<file path="src/hw/rtl/chip8_cpu_step_assert.svh">
// Assertion macros for the CHIP-8 step engine.
// Each macro takes a label, an antecedent and a consequent.
`ifndef CHIP8_CPU_STEP_ASSERT_SVH
`define CHIP8_CPU_STEP_ASSERT_SVH
`ifndef SYNTHESIS
`define C8_ASSERT_IMP(lbl, ante, cons) \
   lbl: assert property (@(posedge clock) disable iff (reset) (ante) |-> (cons)) \
      else $error("c8 check failed");
`define C8_ASSERT_NXT(lbl, ante, cons) \
   lbl: assert property (@(posedge clock) disable iff (reset) (ante) |=> (cons)) \
      else $error("c8 check failed");
`else
`define C8_ASSERT_IMP(lbl, ante, cons)
`define C8_ASSERT_NXT(lbl, ante, cons)
`endif
`endif

</file>
<file path="src/hw/rtl/c8_pkg.sv">
package c8_pkg;

   localparam int MEM_BYTES     = 4096;
   localparam int ADDR_W        = $clog2(MEM_BYTES);
   localparam int NUM_REGS      = 16;
   localparam int STACK_DEPTH   = 16;
   localparam int SCREEN_WIDTH  = 64;
   localparam int SCREEN_HEIGHT = 32;
   localparam int ROW_W         = $clog2(SCREEN_HEIGHT);
   localparam int FONT_BYTES    = 80;
   localparam int QUEUE_DEPTH   = 2;
   localparam int QPTR_W        = $clog2(QUEUE_DEPTH);

   localparam logic [ADDR_W-1:0] FONT_BASE = 12'h050;
   localparam logic [ADDR_W-1:0] START_PC  = 12'h200;

   // command codes on the request channel
   localparam logic [1:0] CMD_LOAD = 2'd0;
   localparam logic [1:0] CMD_EXEC = 2'd1;

   // item kinds after classification
   localparam logic [1:0] K_LOAD = 2'd0;
   localparam logic [1:0] K_EXEC = 2'd1;
   localparam logic [1:0] K_READ = 2'd2;

   // opcode groups (top nibble)
   localparam logic [3:0] OP_SYS   = 4'h0;
   localparam logic [3:0] OP_JP    = 4'h1;
   localparam logic [3:0] OP_CALL  = 4'h2;
   localparam logic [3:0] OP_SE    = 4'h3;
   localparam logic [3:0] OP_SNE   = 4'h4;
   localparam logic [3:0] OP_SEXY  = 4'h5;
   localparam logic [3:0] OP_LD    = 4'h6;
   localparam logic [3:0] OP_ADD   = 4'h7;
   localparam logic [3:0] OP_ALU   = 4'h8;
   localparam logic [3:0] OP_SNEXY = 4'h9;
   localparam logic [3:0] OP_LDI   = 4'hA;
   localparam logic [3:0] OP_JPV0  = 4'hB;
   localparam logic [3:0] OP_RND   = 4'hC;
   localparam logic [3:0] OP_DRW   = 4'hD;
   localparam logic [3:0] OP_SKP   = 4'hE;
   localparam logic [3:0] OP_MISC  = 4'hF;

   localparam logic [15:0] OP_CLS = 16'h00E0;
   localparam logic [15:0] OP_RET = 16'h00EE;

   // ALU sub-codes (low nibble of 8xyN)
   localparam logic [3:0] ALU_MOV = 4'h0;
   localparam logic [3:0] ALU_OR  = 4'h1;
   localparam logic [3:0] ALU_AND = 4'h2;
   localparam logic [3:0] ALU_XOR = 4'h3;
   localparam logic [3:0] ALU_ADD = 4'h4;
   localparam logic [3:0] ALU_SUB = 4'h5;
   localparam logic [3:0] ALU_SHR = 4'h6;
   localparam logic [3:0] ALU_RSB = 4'h7;
   localparam logic [3:0] ALU_SHL = 4'hE;

   // key skip codes and F-group low bytes
   localparam logic [7:0] SKP_DOWN = 8'h9E;
   localparam logic [7:0] SKP_UP   = 8'hA1;
   localparam logic [7:0] FX_GETDT = 8'h07;
   localparam logic [7:0] FX_KEY   = 8'h0A;
   localparam logic [7:0] FX_SETDT = 8'h15;
   localparam logic [7:0] FX_SETST = 8'h18;
   localparam logic [7:0] FX_ADDI  = 8'h1E;
   localparam logic [7:0] FX_FONT  = 8'h29;
   localparam logic [7:0] FX_BCD   = 8'h33;
   localparam logic [7:0] FX_STORE = 8'h55;
   localparam logic [7:0] FX_LOAD  = 8'h65;

   localparam logic [7:0] GLYPHS [FONT_BYTES] = '{
      8'hF0, 8'h90, 8'h90, 8'h90, 8'hF0, 8'h20, 8'h60, 8'h20, 8'h20, 8'h70,
      8'hF0, 8'h10, 8'hF0, 8'h80, 8'hF0, 8'hF0, 8'h10, 8'hF0, 8'h10, 8'hF0,
      8'h90, 8'h90, 8'hF0, 8'h10, 8'h10, 8'hF0, 8'h80, 8'hF0, 8'h10, 8'hF0,
      8'hF0, 8'h80, 8'hF0, 8'h90, 8'hF0, 8'hF0, 8'h10, 8'h20, 8'h40, 8'h40,
      8'hF0, 8'h90, 8'hF0, 8'h90, 8'hF0, 8'hF0, 8'h90, 8'hF0, 8'h10, 8'hF0,
      8'hF0, 8'h90, 8'hF0, 8'h90, 8'h90, 8'hE0, 8'h90, 8'hE0, 8'h90, 8'hE0,
      8'hF0, 8'h80, 8'h80, 8'h80, 8'hF0, 8'hE0, 8'h90, 8'h90, 8'h90, 8'hE0,
      8'hF0, 8'h80, 8'hF0, 8'h80, 8'hF0, 8'hF0, 8'h80, 8'hF0, 8'h80, 8'h80
   };

   typedef struct packed {
      logic [1:0]        kind;
      logic [ADDR_W-1:0] load_addr;
      logic [7:0]        load_data;
      logic [ROW_W-1:0]  row_select;
      logic [15:0]       key_mask;
      logic [7:0]        rand_byte;
   } q_item_type;

   typedef struct packed {
      logic clearing;
   } stat_type;

   // power-up contents of main memory: font glyphs, zero elsewhere
   function automatic logic [7:0] font_byte(input logic [ADDR_W-1:0] a);
      logic [ADDR_W-1:0] off;
      off = a - FONT_BASE;
      if (a >= FONT_BASE && off < ADDR_W'(FONT_BYTES)) begin
         return GLYPHS[off[6:0]];
      end
      return 8'h00;
   endfunction

   // decimal digits {hundreds, tens, ones} of a byte
   function automatic logic [11:0] bcd_digits(input logic [7:0] v);
      logic [3:0]  h;
      logic [7:0]  rem;
      logic [14:0] prod;
      logic [3:0]  t;
      logic [7:0]  o;
      if (v >= 8'd200) begin
         h   = 4'd2;
         rem = v - 8'd200;
      end else if (v >= 8'd100) begin
         h   = 4'd1;
         rem = v - 8'd100;
      end else begin
         h   = 4'd0;
         rem = v;
      end
      prod = {7'b0, rem} * 15'd205;
      t    = prod[14:11];
      o    = rem - {t, 3'b0} - {3'b0, t, 1'b0};
      return {h, t, o[3:0]};
   endfunction

endpackage

</file>
<file path="src/hw/rtl/c8_chan_if.sv">
interface c8_req_if;
   logic        valid;
   logic        ready;
   logic [1:0]  cmd;
   logic [11:0] load_addr;
   logic [7:0]  load_data;
   logic [4:0]  row_select;
   logic [15:0] key_mask;
   logic [7:0]  rand_byte;

   modport source(output valid, cmd, load_addr, load_data, row_select, key_mask,
                  rand_byte, input ready);
   modport sink(input valid, cmd, load_addr, load_data, row_select, key_mask,
                rand_byte, output ready);
endinterface


</file>
<file path="src/hw/rtl/c8_front.sv">
module c8_front import c8_pkg::*; (
   input  logic       clock,
   input  logic       reset,
   c8_req_if.sink     req_ch,
   input  stat_type   stat,
   output logic       q_valid,
   output q_item_type q_item,
   input  logic       q_pop
);

   q_item_type        q_ff [QUEUE_DEPTH];
   logic [QPTR_W-1:0] wr_ptr_ff, wr_ptr_in;
   logic [QPTR_W-1:0] rd_ptr_ff, rd_ptr_in;
   logic [QPTR_W:0]   cnt_ff, cnt_in;
   logic              push;
   logic              pop;
   q_item_type        item;

   // classify the incoming beat
   always_comb begin
      item.load_addr  = req_ch.load_addr;
      item.load_data  = req_ch.load_data;
      item.row_select = req_ch.row_select;
      item.key_mask   = req_ch.key_mask;
      item.rand_byte  = req_ch.rand_byte;
      unique case (req_ch.cmd)
         CMD_LOAD: item.kind = K_LOAD;
         CMD_EXEC: item.kind = K_EXEC;
         default:  item.kind = K_READ;
      endcase
   end

   // hold off while the queue is full or memory is being initialized
   assign req_ch.ready = (cnt_ff != (QPTR_W+1)'(QUEUE_DEPTH)) && !stat.clearing;
   assign push         = req_ch.valid && req_ch.ready;
   assign q_valid      = (cnt_ff != '0);
   assign pop          = q_pop && q_valid;
   assign q_item       = q_ff[rd_ptr_ff];

   // advance pointers and count
   always_comb begin
      wr_ptr_in = push ? wr_ptr_ff + 1'b1 : wr_ptr_ff;
      rd_ptr_in = pop ? rd_ptr_ff + 1'b1 : rd_ptr_ff;
      cnt_in    = cnt_ff + {{QPTR_W{1'b0}}, push} - {{QPTR_W{1'b0}}, pop};
   end

   always_ff @(posedge clock) begin
      if (reset) begin
         wr_ptr_ff <= '0;
         rd_ptr_ff <= '0;
         cnt_ff    <= '0;
      end else begin
         wr_ptr_ff <= wr_ptr_in;
         rd_ptr_ff <= rd_ptr_in;
         cnt_ff    <= cnt_in;
      end
   end

   always_ff @(posedge clock) begin
      if (push) begin
         q_ff[wr_ptr_ff] <= item;
      end
   end

endmodule

</file>
<file path="src/flat_wrapper.sv">
// flat-port wrapper written by rule: the top's interface ports become plain ports
module c8_front_flat import c8_pkg::*;
  (clock, reset, stat, q_valid, q_item, q_pop, req_ch_valid, req_ch_cmd, req_ch_load_addr, req_ch_load_data, req_ch_row_select, req_ch_key_mask, req_ch_rand_byte, req_ch_ready);
  c8_req_if req_ch_i ();
  input  logic clock;
  input  logic reset;
  input  stat_type stat;
  output logic q_valid;
  output q_item_type q_item;
  input  logic q_pop;
  input wire logic [$bits(req_ch_i.valid)-1:0] req_ch_valid;
  input wire logic [$bits(req_ch_i.cmd)-1:0] req_ch_cmd;
  input wire logic [$bits(req_ch_i.load_addr)-1:0] req_ch_load_addr;
  input wire logic [$bits(req_ch_i.load_data)-1:0] req_ch_load_data;
  input wire logic [$bits(req_ch_i.row_select)-1:0] req_ch_row_select;
  input wire logic [$bits(req_ch_i.key_mask)-1:0] req_ch_key_mask;
  input wire logic [$bits(req_ch_i.rand_byte)-1:0] req_ch_rand_byte;
  output wire logic [$bits(req_ch_i.ready)-1:0] req_ch_ready;
  assign req_ch_i.valid = req_ch_valid;
  assign req_ch_i.cmd = req_ch_cmd;
  assign req_ch_i.load_addr = req_ch_load_addr;
  assign req_ch_i.load_data = req_ch_load_data;
  assign req_ch_i.row_select = req_ch_row_select;
  assign req_ch_i.key_mask = req_ch_key_mask;
  assign req_ch_i.rand_byte = req_ch_rand_byte;
  assign req_ch_ready = req_ch_i.ready;
  c8_front u_core (.clock(clock), .reset(reset), .req_ch(req_ch_i), .stat(stat), .q_valid(q_valid), .q_item(q_item), .q_pop(q_pop));
endmodule
</file>
<file path="config.mk">
export PLATFORM = sky130hd
export DESIGN_NAME = c8_front_flat
export DESIGN_NICKNAME = d
export VERILOG_FILES = /design/src/hw/rtl/chip8_cpu_step_assert.svh /design/src/hw/rtl/c8_pkg.sv /design/src/hw/rtl/c8_chan_if.sv /design/src/hw/rtl/c8_front.sv /design/src/flat_wrapper.sv
export SDC_FILE = /design/constraint.sdc
export NUM_CORES = 1
export LEC_CHECK = 0
export BUFFER_PORTS_ARGS = -buffer_cell sky130_fd_sc_hd__buf_2
export CAP_MARGIN = 15
export CORE_ASPECT_RATIO = 1.1
export CORE_UTILIZATION = 40
export CTS_CLUSTER_SIZE = 30
export DETAILED_ROUTE_END_ITERATION = 6
export SYNTH_ARGS = -nofsm -noshare
export SYNTH_HDL_FRONTEND = slang
export SYNTH_SLANG_ARGS = --single-unit
</file>
<file path="constraint.sdc">
create_clock -name clock -period 4.1 [get_ports clock]
set_input_delay 0.41 -clock clock [delete_from_list [all_inputs] [get_ports clock]]
set_output_delay 0.41 -clock clock [all_outputs]
set_load 0.05 [all_outputs]
</file>
==> results.sh <==
export IMPL_grt_pass1_vias=2124
export IMPL_worst_setup_path_type="reg2out"
export IMPL_dieWidth_um=96.8
export IMPL_start_util_pct=41.7
export IMPL_synth_nets=246
export IMPL_syn_area_um2=3950
export IMPL_insertedDiodeCount=0
export IMPL_area_growth_syn_to_layout_pct=21.3
export IMPL_avgViaCountPerCell=4.74
export IMPL_die_area_um2=10300
export IMPL_yosysSeqAreaShare_pct=80.0
export IMPL_fmax_ghz=0.381
export IMPL_cts_setup_buffers=0
export IMPL_ir_worst_vdd_mv=0.369
export IMPL_worstSkewPairLatency_ns=0.36
export IMPL_totalNegativeSetupSlack_ns=0
export IMPL_synth_top_area_share_pct=77.5
export IMPL_nets=361
export IMPL_cp_required_ns=3.69
export IMPL_placed_cells=409
export IMPL_rows=37
export IMPL_track_usage_pct=13.7
export IMPL_setup_viol=0
export IMPL_cts_htree_levels=3
export IMPL_ys_flop_type="edfxtp_1"
export IMPL_clock_sinks=107
export IMPL_clk_pin_slew_ns=0.10
export IMPL_cts_max_path_buffers=2
export IMPL_start_kind="register"
export IMPL_rsz0062_at_grt="false"
export IMPL_drt_pass1_iterations=4
export IMPL_numCtsBuffers=9
export IMPL_critical_path_arrival_ns=2.22
export IMPL_endpoint_kind="primary output"
export IMPL_port_buffers=108
export IMPL_die_y_um=106
export IMPL_core_area_um2=9490
export IMPL_cts_tree="done"
export IMPL_drive_gt1_share_pct=59.9
export IMPL_crit_path_end="q_item[34]"
export IMPL_wl_per_cell_um=15.6
export IMPL_async_reset_ff_share_pct=0
export IMPL_fin_util_pct=50.5
export IMPL_drtAntennaViolNets=0
export IMPL_final_common_cell="buf_2"
export IMPL_vias=2009
export IMPL_grt_pass1_wl_um=10700
export IMPL_reg2reg_to="u_core.q_ff[0][41]"
export IMPL_synth_warnings=0
export IMPL_finalHoldViolCount=0
export IMPL_avgSynthCellArea_um2=21.0
export IMPL_dpl_hpwl_um=4410
export IMPL_synth_area_top_cells="edfxtp_1, mux2_2, dfxtp_1, buf_4, ha_1"
export IMPL_antenna_found_initial=1
export IMPL_grt_max_degree=33
export IMPL_hp_class="in2reg"
export IMPL_rrSetupSlack_ns=1.87
export IMPL_drv_cap=0
export IMPL_synth_edf_count=102
export IMPL_timing_rr_start="u_core.cnt_ff[0]"
export IMPL_drc=0
export IMPL_final_cells=424
export IMPL_crit_fanout=31
export IMPL_drt_wl_total_um=6620
export IMPL_final_max_slew_viol_count=0
export IMPL_post_cts_resized=0
export IMPL_skew_ns=0.00884
export IMPL_post_route_period_util_pct=64.0
export IMPL_final_cell_mix="buf_2, edfxtp_1, mux2_2"
export IMPL_p_total_mw=2.85
export IMPL_ys_types=19
export IMPL_status="finished clean"
export IMPL_max_slew_margin_pct=47.9
export IMPL_powerDensity_nw_per_um2=595
export IMPL_drtIter0Drc=91
export IMPL_worst_pin_slew_ns=0.782
export IMPL_fill_cells=807
export IMPL_design_portCount=109
export IMPL_synth_seq_cells=107
export IMPL_gp_congestion=0.697
export IMPL_fin_crit_ns=2.63
export IMPL_overflow=0
export IMPL_p_leak_nw=1.77
export IMPL_synth_largest_area_cell="edfxtp_1"
export IMPL_root_buffer="clkbuf_8"
export IMPL_r2r_cells=4
export IMPL_hold_buffers=0
export IMPL_synth_cells=188
## stage by stage
stage               area [µm²]  setup WS [ns]  hold WS (ns)
finish                    4800           1.47         0.233
global route              4800           1.28         0.210
CTS                       4800           1.38         0.215
detailed placement        4630           1.77         0.506
global placement          4630           1.75         0.494
floorplan                 3950          0.639         0.481
## where the power goes
group	switching [mW]	internal [mW]
clock	0.342	0.219
combinational	0.652	0.287
sequential	0.0666	1.29
## worst max-delay path, cell delays in order, from the launching register on
cell     delay, ns
dfxtp_2       0.85
buf_4         0.41
mux2_2        0.38
buf_2         0.21
## layer usage
| metal | share of wire, % | wire length, µm | up-vias | global-route usage [%] |
|---|---|---|---|---|
| met5 | 0.20 | 13 | - | 0 |
| met4 | 1.5 | 102 | 2 | 5.76 |
| met3 | 5.5 | 363 | 12 | 4.01 |
| met2 | 51 | 3360 | 67 | 22.8 |
| met1 | 42 | 2780 | 976 | 16.6 |
| li1 | - | - | 952 | - |
## synth_stat cells (2+ instances only)
master / count
buf_2: 2
and2_1: 2
buf_4: 4
nor2b_1: 4
nor2_1: 5
dfxtp_1: 5
inv_1: 2
ha_1: 2
mux2_2: 51
edfxtp_1: 102
## cell type report
type | count | area, µm² | area share (%)
Sequential cell | 107 | 3160 | 66.0
Multi-Input combinational cell | 72 | 748 | 15.6
Timing Repair Buffer | 111 | 563 | 11.7
Clock inverter | 6 | 42.5 | 0.887
Clock buffer | 9 | 124 | 2.58
Tap cell | 117 | 146 | 3.05
Inverter | 2 | 7.51 | 0.157
## registers in the layout (all words and copies together) (netlist names), named ones only
signal / cells
u_core.rd_ptr_ff: 1
u_core.cnt_ff: 2
u_core.q_ff: 102
u_core.wr_ptr_ff: 1
## kinds of logic (layout without fill, tap and decap cells)
| kind of cell | Yosys count | after routing | share of synthesized area (%) |
|---|---|---|---|
| flops | 107 | 107 | 80.0 |
| mux | 52 | 52 | 14.9 |
| buf+inv | 9 | 128 | 1.30 |
| simple gates | 15 | 15 | 2.53 |
| compound gates | 1 | 1 | 0.190 |
| fa+ha+maj | 2 | 2 | 0.633 |
| xor+xnor | 2 | 2 | 0.443 |
## worst min path at each step
stage | from | to | depth (start not counted)
2_1_floorplan | u_core.rd_ptr_ff | register | 2
3_3_place_gp | u_core.rd_ptr_ff | u_core.rd_ptr_ff | 2
3_5_place_dp | u_core.rd_ptr_ff | register | 2
4_1_cts | req_ch_load_addr[0] | u_core.q_ff[1][37] | 1
5_1_grt | req_ch_load_addr[2] | u_core.q_ff[0][39] | 1
6_report | req_ch_load_addr[2] | u_core.q_ff[0][39] | 1
(Power assumes the default switching activity.)
